## config.mk

```make
export PLATFORM = sky130hd
export DESIGN_NAME = dew_heater_time_proportional_pwm_top
export DESIGN_NICKNAME = d
export VERILOG_FILES = /design/src/rtl/dhp_pkg.sv /design/src/rtl/dhp_cfg_regs.sv /design/src/rtl/dhp_div.sv /design/src/rtl/dew_heater_time_proportional_pwm_top.sv
export VERILOG_INCLUDE_DIRS = /design/src /design/src/rtl
export SDC_FILE = /design/constraint.sdc
export NUM_CORES = 1
export LEC_CHECK = 0
export BUFFER_PORTS_ARGS = -buffer_cell sky130_fd_sc_hd__buf_4
export CORE_MARGIN = 1.5
export CORE_UTILIZATION = 33
export CTS_BUF_LIST = sky130_fd_sc_hd__clkbuf_4
export DETAILED_ROUTE_END_ITERATION = 7
export PLACE_DENSITY = 0.53
export SLEW_MARGIN = 20
export SYNTH_ARGS = -nofsm -noshare
export SYNTH_HDL_FRONTEND = slang
export SYNTH_SLANG_ARGS = --single-unit
export TNS_END_PERCENT = 30
```

## constraint.sdc

```tcl
create_clock -name clk -period 6.35 [get_ports clk]
set_clock_uncertainty 0.1 [all_clocks]
set_input_delay 0 -clock clk [delete_from_list [all_inputs] [get_ports clk]]
set_output_delay 0 -clock clk [all_outputs]
set_load 0.005 [all_outputs]
```

## src/rtl/assert_macros.svh

```systemverilog
// ----------------------------------------------------------------------------
// assert_macros.svh
// Assertion shorthands; every property is clocked on clk, off during reset.
// ----------------------------------------------------------------------------
`ifndef ASSERT_MACROS_SVH
`define ASSERT_MACROS_SVH

// same-cycle implication
`define AST_IMP(lbl, ante, cons) \
  lbl: assert property (@(posedge clk) disable iff (!rst_n) (ante) |-> (cons)) \
    else $error("assertion failed: same-cycle implication");

// next-cycle implication
`define AST_NXT(lbl, ante, cons) \
  lbl: assert property (@(posedge clk) disable iff (!rst_n) (ante) |=> (cons)) \
    else $error("assertion failed: next-cycle implication");

`endif

```

## src/rtl/dhp_pkg.sv

```systemverilog
// ----------------------------------------------------------------------------
// dhp_pkg
// Shared constants and types of the dew heater time-proportional controller.
// ----------------------------------------------------------------------------
`default_nettype none

package dhp_pkg;

  localparam int WINDOW_MS_DEF = 5000;

  localparam int TENTHS_W  = 9;
  localparam int PCT_W     = 7;
  localparam int CFG_IDX_W = 2;
  localparam int DVS_W     = 8;

  // register indexes
  localparam logic [CFG_IDX_W-1:0] CFG_ZERO = 2'd0;
  localparam logic [CFG_IDX_W-1:0] CFG_SPAN = 2'd1;
  localparam logic [CFG_IDX_W-1:0] CFG_PCT  = 2'd2;
  localparam logic [CFG_IDX_W-1:0] CFG_EN   = 2'd3;

  localparam logic signed [TENTHS_W-1:0] TENTHS_MIN = -9'sd50;
  localparam logic signed [TENTHS_W-1:0] TENTHS_MAX = 9'sd200;
  localparam logic signed [TENTHS_W-1:0] ZERO_RST   = -9'sd50;
  localparam logic signed [TENTHS_W-1:0] SPAN_RST   = 9'sd200;

  localparam logic [PCT_W-1:0] PCT_FULL   = 7'd100;
  localparam logic [PCT_W-1:0] PCT_RST    = 7'd100;
  localparam logic [PCT_W-1:0] ROUND_HALF = 7'd50;

  typedef struct packed {
    logic signed [TENTHS_W-1:0] zero_tenths;
    logic signed [TENTHS_W-1:0] span_tenths;
    logic [PCT_W-1:0]           max_power_pct;
    logic                       heater_enabled;
    logic                       en_wr;          // enable register written this cycle
  } cfg_t;

endpackage

`default_nettype wire

```

## src/rtl/dhp_cfg_regs.sv

```systemverilog
// ----------------------------------------------------------------------------
// dhp_cfg_regs
// Configuration registers with range check and zero/span ordering.
// ----------------------------------------------------------------------------
`default_nettype none

module dhp_cfg_regs
  import dhp_pkg::*;
(
  input  wire logic                 clk,
  input  wire logic                 rst_n,
  input  wire logic                 wr_en,
  input  wire logic [CFG_IDX_W-1:0] wr_index,
  input  wire logic [TENTHS_W-1:0]  wr_data,
  output cfg_t                      cfg_q
);

  logic signed [TENTHS_W-1:0] zero_r, zero_nxt;
  logic signed [TENTHS_W-1:0] span_r, span_nxt;
  logic [PCT_W-1:0]           pct_r, pct_nxt;
  logic                       en_r, en_nxt;
  logic signed [TENTHS_W-1:0] wval;
  logic                       in_rng;

  assign wval   = signed'(wr_data);
  assign in_rng = (wval >= TENTHS_MIN) && (wval <= TENTHS_MAX);

  always_comb begin
    zero_nxt = zero_r;
    span_nxt = span_r;
    pct_nxt  = pct_r;
    en_nxt   = en_r;
    if (wr_en) begin
      case (wr_index)
        CFG_ZERO: begin
          if (in_rng) zero_nxt = (wval >= span_r) ? span_r - 9'sd1 : wval;
        end
        CFG_SPAN: begin
          if (in_rng) span_nxt = (wval <= zero_r) ? zero_r + 9'sd1 : wval;
        end
        CFG_PCT: pct_nxt = wr_data[PCT_W-1:0];
        CFG_EN:  en_nxt  = wr_data[0];
        default: ;
      endcase
    end
  end

  always_ff @(posedge clk) begin
    if (!rst_n) begin
      zero_r <= ZERO_RST;
      span_r <= SPAN_RST;
      pct_r  <= PCT_RST;
      en_r   <= 1'b0;
    end else begin
      zero_r <= zero_nxt;
      span_r <= span_nxt;
      pct_r  <= pct_nxt;
      en_r   <= en_nxt;
    end
  end

  always_comb begin
    cfg_q.zero_tenths    = zero_r;
    cfg_q.span_tenths    = span_r;
    cfg_q.max_power_pct  = pct_r;
    cfg_q.heater_enabled = en_r;
    cfg_q.en_wr          = wr_en && (wr_index == CFG_EN);
  end

endmodule

`default_nettype wire

```

## src/rtl/dhp_div.sv

```systemverilog
// ----------------------------------------------------------------------------
// dhp_div
// Restoring unsigned divider, one quotient bit per cycle.
// ----------------------------------------------------------------------------
`default_nettype none

module dhp_div
  import dhp_pkg::*;
#(
  parameter int DVD_W = 21
) (
  input  wire logic             clk,
  input  wire logic             rst_n,
  input  wire logic             start,
  input  wire logic [DVD_W-1:0] dividend,
  input  wire logic [DVS_W-1:0] divisor,
  output logic                  busy,
  output logic                  done,
  output logic [DVD_W-1:0]      quotient
);

  localparam int CNT_W = $clog2(DVD_W + 1);

  logic [DVS_W-1:0] rem_r, rem_nxt;
  logic [DVS_W-1:0] dvs_r;
  logic [DVD_W-1:0] quo_r, quo_nxt;
  logic [CNT_W-1:0] cnt_r;
  logic             busy_r, done_r;
  logic [DVS_W:0]   shifted;
  logic [DVS_W:0]   diff;
  logic             ge;

  // quo_r shifts the dividend out at the top and the quotient in at the bottom
  assign shifted = {rem_r, quo_r[DVD_W-1]};
  assign diff    = shifted - {1'b0, dvs_r};
  assign ge      = shifted >= {1'b0, dvs_r};
  assign rem_nxt = ge ? diff[DVS_W-1:0] : shifted[DVS_W-1:0];
  assign quo_nxt = {quo_r[DVD_W-2:0], ge};

  always_ff @(posedge clk) begin
    if (!rst_n) begin
      busy_r <= 1'b0;
      done_r <= 1'b0;
      cnt_r  <= '0;
    end else begin
      done_r <= 1'b0;
      if (start && !busy_r) begin
        busy_r <= 1'b1;
        cnt_r  <= CNT_W'(DVD_W);
      end else if (busy_r) begin
        cnt_r <= cnt_r - 1'b1;
        if (cnt_r == CNT_W'(1)) begin
          busy_r <= 1'b0;
          done_r <= 1'b1;
        end
      end
    end
  end

  always_ff @(posedge clk) begin
    if (start && !busy_r) begin
      quo_r <= dividend;
      rem_r <= '0;
      dvs_r <= divisor;
    end else if (busy_r) begin
      quo_r <= quo_nxt;
      rem_r <= rem_nxt;
    end
  end

  assign busy     = busy_r;
  assign done     = done_r;
  assign quotient = quo_r;

endmodule

`default_nettype wire

```

## src/rtl/dew_heater_time_proportional_pwm_top.sv

```systemverilog
// ----------------------------------------------------------------------------
// dew_heater_time_proportional_pwm_top
// Dew heater controller: margin to on-time map, power cap, windowed PWM.
// Item handling: an invalid or disabled item goes straight to the result; a
// margin outside zero..span takes one pass of the bit-serial divider (power
// cap), any other margin two passes (margin map, then power cap).
// The result becomes valid in the same cycle that the next item can be taken.
// Reset (sync, rst_n low) restores default registers, window start zero,
// heater off.
// ----------------------------------------------------------------------------
`default_nettype none
`include "assert_macros.svh"

module dew_heater_time_proportional_pwm_top
  import dhp_pkg::*;
#(
  parameter int WINDOW_MS = WINDOW_MS_DEF
) (
  input  wire logic                 clk,
  input  wire logic                 rst_n,
  input  wire logic                 in_valid,
  output logic                      in_ready,
  input  wire logic [31:0]          in_now_ms,
  input  wire logic signed [15:0]   in_delta_tenths,
  input  wire logic                 in_sensor_invalid,
  output logic                      out_valid,
  input  wire logic                 out_ready,
  output logic                      out_heater_on,
  input  wire logic                 cfg_valid,
  output logic                      cfg_ready,
  input  wire logic [CFG_IDX_W-1:0] cfg_index,
  input  wire logic [TENTHS_W-1:0]  cfg_data
);

  localparam int WIN_W = $clog2(WINDOW_MS + 1);
  localparam int DVD_W = WIN_W + 8;
  localparam logic [WIN_W-1:0] WIN_C = WIN_W'(WINDOW_MS);

  localparam logic [3:0] S_IDLE  = 4'd0;
  localparam logic [3:0] S_MAP   = 4'd1;
  localparam logic [3:0] S_D1GO  = 4'd2;
  localparam logic [3:0] S_D1WT  = 4'd3;
  localparam logic [3:0] S_SCALE = 4'd4;
  localparam logic [3:0] S_D2GO  = 4'd5;
  localparam logic [3:0] S_D2WT  = 4'd6;
  localparam logic [3:0] S_SUM   = 4'd7;
  localparam logic [3:0] S_CMP   = 4'd8;
  localparam logic [3:0] S_FIN   = 4'd9;

  cfg_t cfg_q;

  logic [3:0]         state_r;
  logic [31:0]        now_r;
  logic               inv_r;
  logic signed [16:0] d_r;
  logic signed [9:0]  den_r;
  logic [WIN_W-1:0]   on_r;
  logic [WIN_W-1:0]   sw_r;
  logic [DVD_W-1:0]   dvd_r;
  logic [DVS_W-1:0]   dvs_r;
  logic [31:0]        lim_win_r, lim_sw_r;
  logic [31:0]        window_start_r;
  logic               heater_state_r;
  logic               out_valid_r, out_heater_on_r;

  logic               in_fire;
  logic               div_start, div_busy, div_done;
  logic [DVD_W-1:0]   div_quo;
  logic signed [16:0] d_nxt;
  logic signed [9:0]  den_nxt;
  logic signed [16:0] den_ext;
  logic [PCT_W-1:0]   pct_eff;
  logic [31:0]        dt_win, dt_sw;
  logic               aft_win, aft_sw;
  logic               out_free;

  dhp_cfg_regs u_cfg (
    .clk      (clk),
    .rst_n    (rst_n),
    .wr_en    (cfg_valid),
    .wr_index (cfg_index),
    .wr_data  (cfg_data),
    .cfg_q    (cfg_q)
  );

  dhp_div #(.DVD_W(DVD_W)) u_div (
    .clk      (clk),
    .rst_n    (rst_n),
    .start    (div_start),
    .dividend (dvd_r),
    .divisor  (dvs_r),
    .busy     (div_busy),
    .done     (div_done),
    .quotient (div_quo)
  );

  assign cfg_ready = 1'b1;
  assign in_ready  = (state_r == S_IDLE);
  assign in_fire   = in_valid && in_ready;
  assign div_start = (state_r == S_D1GO) || (state_r == S_D2GO);
  assign out_free  = !out_valid_r || out_ready;

  assign d_nxt   = 17'(in_delta_tenths) - 17'(cfg_q.zero_tenths);
  assign den_nxt = 10'(cfg_q.span_tenths) - 10'(cfg_q.zero_tenths);
  assign den_ext = 17'(den_r);
  assign pct_eff = (cfg_q.max_power_pct > PCT_FULL) ? PCT_FULL : cfg_q.max_power_pct;

  // wrap-safe "now is after limit": signed difference strictly positive
  assign dt_win  = now_r - lim_win_r;
  assign dt_sw   = now_r - lim_sw_r;
  assign aft_win = (dt_win != 32'd0) && !dt_win[31];
  assign aft_sw  = (dt_sw != 32'd0) && !dt_sw[31];

  always_ff @(posedge clk) begin
    if (!rst_n) begin
      state_r        <= S_IDLE;
      window_start_r <= '0;
      heater_state_r <= 1'b0;
      out_valid_r    <= 1'b0;
      inv_r          <= 1'b0;
    end else begin
      if (out_valid_r && out_ready && (state_r != S_FIN)) out_valid_r <= 1'b0;
      if (cfg_q.en_wr) heater_state_r <= 1'b0;
      case (state_r)
        S_IDLE: begin
          if (in_fire) begin
            inv_r <= in_sensor_invalid;
            if (in_sensor_invalid) begin
              heater_state_r <= 1'b0;
              state_r        <= S_FIN;
            end else if (!cfg_q.heater_enabled) begin
              state_r <= S_FIN;
            end else begin
              state_r <= S_MAP;
            end
          end
        end
        S_MAP: begin
          if (den_r <= 10'sd0 || d_r >= den_ext || d_r <= 17'sd0) begin
            state_r <= S_SCALE;
          end else begin
            state_r <= S_D1GO;
          end
        end
        S_D1GO:  state_r <= S_D1WT;
        S_D1WT:  if (div_done) state_r <= S_SCALE;
        S_SCALE: state_r <= S_D2GO;
        S_D2GO:  state_r <= S_D2WT;
        S_D2WT:  if (div_done) state_r <= S_SUM;
        S_SUM:   state_r <= S_CMP;
        S_CMP: begin
          if (aft_win) begin
            window_start_r <= now_r;
          end else if (!heater_state_r && !aft_sw) begin
            heater_state_r <= 1'b1;
          end else if (heater_state_r && aft_sw) begin
            heater_state_r <= 1'b0;
          end
          state_r <= S_FIN;
        end
        S_FIN: begin
          if (out_free) begin
            out_valid_r <= 1'b1;
            state_r     <= S_IDLE;
          end
        end
        default: state_r <= S_IDLE;
      endcase
    end
  end

  // datapath registers
  always_ff @(posedge clk) begin
    case (state_r)
      S_IDLE: begin
        if (in_fire) begin
          now_r <= in_now_ms;
          d_r   <= d_nxt;
          den_r <= den_nxt;
        end
      end
      S_MAP: begin
        // margin at or below zero: full window; at or beyond span: none
        if (den_r <= 10'sd0 || d_r >= den_ext) begin
          on_r <= '0;
        end else if (d_r <= 17'sd0) begin
          on_r <= WIN_C;
        end else begin
          dvd_r <= DVD_W'(d_r[7:0]) * DVD_W'(WIN_C);
          dvs_r <= den_r[DVS_W-1:0];
        end
      end
      S_D1WT: if (div_done) on_r <= WIN_C - div_quo[WIN_W-1:0];
      S_SCALE: begin
        dvd_r <= DVD_W'(on_r) * DVD_W'(pct_eff) + DVD_W'(ROUND_HALF);
        dvs_r <= DVS_W'(PCT_FULL);
      end
      S_D2WT: if (div_done) sw_r <= div_quo[WIN_W-1:0];
      S_SUM: begin
        lim_win_r <= window_start_r + 32'(WIN_C);
        lim_sw_r  <= window_start_r + 32'(sw_r);
      end
      S_FIN: if (out_free) out_heater_on_r <= heater_state_r;
      default: ;
    endcase
  end

  assign out_valid     = out_valid_r;
  assign out_heater_on = out_heater_on_r;

  `AST_NXT(a_busy_after_accept, in_fire, state_r != S_IDLE)
  `AST_IMP(a_invalid_forces_off, (state_r == S_FIN) && inv_r, !heater_state_r)
  `AST_IMP(a_div_start_idle, div_start, !div_busy)
  `AST_IMP(a_zero_below_span, 1'b1, cfg_q.zero_tenths < cfg_q.span_tenths)

endmodule

`default_nettype wire

```

==> impl_metrics.py <==
metrics = {
    "timing": {
        "pins_over_slew_limit": 0,
        "min_period_ns": 5.97,
        "relSlewSlack_pct": 31.3,
        "worst-slew-pin-transition_ns": 1.03,
        "period_share_pct": 94.0,
        "fmaxAchievable_ghz": 0.168,
        "finalHoldViolCount": 0,
        "setup_violations": 0,
    },
    "grt": {
        "track_usage_pct": 18.8,
        "grt_overflow_total": 0,
        "grt_pass1_wl_mm": 104,
        "grt_start_max_net_pins": 71,
        "number_of_global_route_vias_before_repair": 18900,
        "antenna_found_initial": 2,
    },
    "die": {
        "initial_utilization_pct": 33.3,
        "die_h_um": 266,
        "fp.coreArea_sq_um": 68500,
        "num_rows": 96,
        "io-pin-count": 69,
        "die_area_sq_um": 70600,
        "die_width_um": 266,
    },
    "worst_setup_path": {
        "worstPathMaxFanout": 13,
        "critical_path_required_ns": 6.81,
        "timing.critical_path.from_type": "flop",
        "worst-endpoint-arrival_ns": 6.43,
        "timing.setup.critical_path_class": "reg2reg",
        "critPathCaptureType": "flop",
    },
    "synthesis": {
        "synth-edff-count": 208,
        "syn-mean-instance-area_sq_um": 9.17,
        "syn_nets": 2862,
        "synth_largest_area_cell": "edfxtp_1",
        "synth_largest_type_area_fraction_pct": 27.4,
        "synth_top_cells_by_area": "edfxtp_1, ha_1, dfxtp_1, fa_1, inv_1",
        "synth_warnings": 0,
        "synth.ff_latch_count": 287,
        "ys_types": 86,
        "ys.flop_type": "edfxtp_1",
        "syn_inst": 2484,
        "synth-seq-area-share_pct": 34.4,
        "synth_async_sr_flop_share_pct": 0,
        "netlist_area_sq_um": 22800,
    },
    "clocking": {
        "cts_buffers": 83,
        "clock-sinks": 287,
        "worstSkewPairLatency_ns": 0.87,
        "clock_path_buffers": 3,
        "htreeDepth": 3,
        "cts_tree": "yes",
        "postCtsSetupRepairBufs": 0,
        "cts_root_buffer": "clkbuf_4",
        "cts.reportedPaths.clkPinSlew_ns": 0.06,
    },
    "routing": {
        "antenna_left": 0,
        "drt_wl_cell_um": 18.1,
        "detailedRoute.firstIterationViolations": 1378,
        "routed_via_density": 5.22,
        "route.detailed.drc": 0,
        "drt-pass1-iter-count": 5,
        "postRouteWirelength_mm": 66.3,
        "routed-via-count": 19100,
    },
    "run": {
        "drv_cap": 0,
    },
    "final_layout": {
        "final.fill_count": 6909,
        "multi_input_comb_area_sq_um": 13600,
        "layout_area_overhead_pct": 17.3,
        "final_core_utilization_pct": 39.0,
        "ff_latch_area_sq_um": 7830,
        "nNetsFinal": 3088,
        "layout-drive-gt1-share_pct": 8.82,
    },
    "power_and_ir_drop": {
        "clock_power_share_pct": 16.4,
        "share_comb_of_total_power_pct": 55.8,
        "pwr-share-seq_pct": 27.8,
        "post-layout-total-power_mw": 11.3,
        "total_leakage_power_nw": 11.7,
        "p_switching_mw": 5.02,
        "power_switching_share_pct": 44.5,
        "ir_worst_vdd_mv": 0.254,
        "p_int_mw": 6.27,
        "power_density_nw_per_um2": 422,
    },
    "run_status": {
        "run_status": "finished clean",
    },
    "placed_design": {
        "detailed_placement_hpwl_mm": 50.9,
        "port_buffer_count": 67,
        "place.gp.congestion": 0.890,
    },
    "worst_hold_path": {
        "hp-class": "in2reg",
    },
}
[repair_timing]
action | in CTS | in global routing
endpoints found under the setup margin | 0 | 2
gates resized for setup | 0 | 1
endpoints found under the hold margin | 167 | 0
hold buffers | 143 | 0
[power by group through the flow]
stage / Sequential [mW] / Clock, mW / Combinational (mW)
4_1_cts: 3.15 / 1.92 / 6.29
3_5_place_dp: 3.18 / 0 / 6.15
5_1_grt: 3.19 / 2.01 / 7.16
6_report: 3.14 / 1.85 / 6.30
3_3_place_gp: 3.18 / 0 / 6.10
2_1_floorplan: 2.90 / 0 / 4.71
[sequential cells by signal (all words and copies together), names as in the netlist, 10 cells and up]
signal,count
den_r,10
window_start_r,32
dvd_r,21
lim_sw_r,32
on_r,13
d_r,17
sw_r,13
u_div.quotient,21
lim_win_r,32
now_r,32
[per-layer routing]
layer  vias up  track usage, %  routed length, um  part of all wire, %
met2       489            31.3              31300                   47
met5         -               0                  0                    0
li1       9277               -                  -                    -
met1      9258            25.0              30300                   46
met4         0            6.05               1630                  2.5
met3       119            2.86               3090                  4.7
[cell families after synthesis]
logic type | count (synthesis) | share of synthesized area, %
AND/OR/NAND/NOR | 813 | 17.4
flip-flops | 287 | 34.4
buffers and inverters | 362 | 6.21
multiplexers | 29 | 1.29
other | 1 | 0.0165
XOR/XNOR | 147 | 5.65
AO/OA/AOI/OAI | 532 | 15.3
adder cells (fa/ha/maj) | 313 | 19.7
[worst max-delay path: stages, from the launching register on]
cell	delay [ns]
dfxtp_1	0.42
nor2_1	0.16
a21oi_1	0.10
or2_2	0.41
and2_1	0.21
fa_1	0.39
fa_1	0.55
inv_1	0.05
fa_1	0.46
fa_1	0.55
inv_1	0.05
ha_1	0.33
a21o_1	0.19
a21oi_1	0.20
o21ai_0	0.17
a31oi_1	0.30
a21oi_1	0.19
a41oi_1	0.34
a21oi_1	0.10
a21oi_1	0.19
xor2_1	0.17
a21oi_1	0.08
[cell usage after synthesis, types with 34 or more instances]
master,n
nor2b_1,34
nor2_1,146
fa_1,76
inv_1,276
nor3_1,47
a21o_1,44
ha_1,237
xor2_1,45
clkbuf_1,70
dfxtp_1,79
nand4_1,38
nand2b_1,37
xnor2_1,102
nand2_1,263
o21ai_0,108
and3_1,45
nand3_1,83
and2_1,64
a21oi_1,129
edfxtp_1,208
[per-stage QoR]
| stage | worst slack (ns) | instances | hold slack [ns] | TNS [ns] | area (sq um) |
|---|---|---|---|---|---|
| global route | -0.00728 | 3664 | 0.0483 | -0.00728 | 26700 |
| CTS | 0.284 | 3659 | 0.00203 | 0 | 26700 |
| floorplan | 0.808 | 2484 | -0.00113 | 0 | 22800 |
| global placement | 0.312 | 3364 | 0.0779 | 0 | 24100 |
| finish | 0.380 | 3664 | 0.0975 | 0 | 26700 |
| detailed placement | 0.306 | 3364 | 0.0793 | 0 | 24100 |
[cell type report]
class / instances / share of cell area [%]
diodes: 5 / 0.0468
clock buffers: 120 / 3.37
flip-flops and latches: 287 / 29.3
repair buffers: 226 / 7.69
well taps: 882 / 4.13
multi-input cells: 1835 / 50.8
inverters: 277 / 3.89
clock inverters: 32 / 0.810
[layout by cell type (no fill, tap or decap), types with 15 or more instances in the layout]
master	n
inv_1	276
nand2_1	263
ha_1	237
edfxtp_1	208
nor2_1	145
dlygate4sd3_1	143
a21oi_1	129
clkbuf_4	120
o21ai_0	107
xnor2_1	102
nand3_1	83
buf_4	83
dfxtp_1	79
fa_1	76
and2_1	63
and3_1	45
nor3_1	45
xor2_1	45
a21o_1	44
nand4_1	38
nand2b_1	36
nor2b_1	34
o21ai_1	31
mux2i_1	27
o21a_1	25
clkinv_1	24
a211oi_1	17
nor4_1	15
[final timing paths]
kind,slack (ns),depth (start not counted),to,startpoint
hold / removal,0.1,4,u_cfg.span_r[5],cfg_data[5]
setup / recovery,0.38,21,dvd_r[20],u_cfg.pct_r[3]
setup reg to reg,0.38,21,dvd_r[20],u_cfg.pct_r[3]
hold reg to reg,0.32,0,u_div.dvs_r[2],dvs_r[2]
No activity file was read; power rests on OpenSTA's default activity.
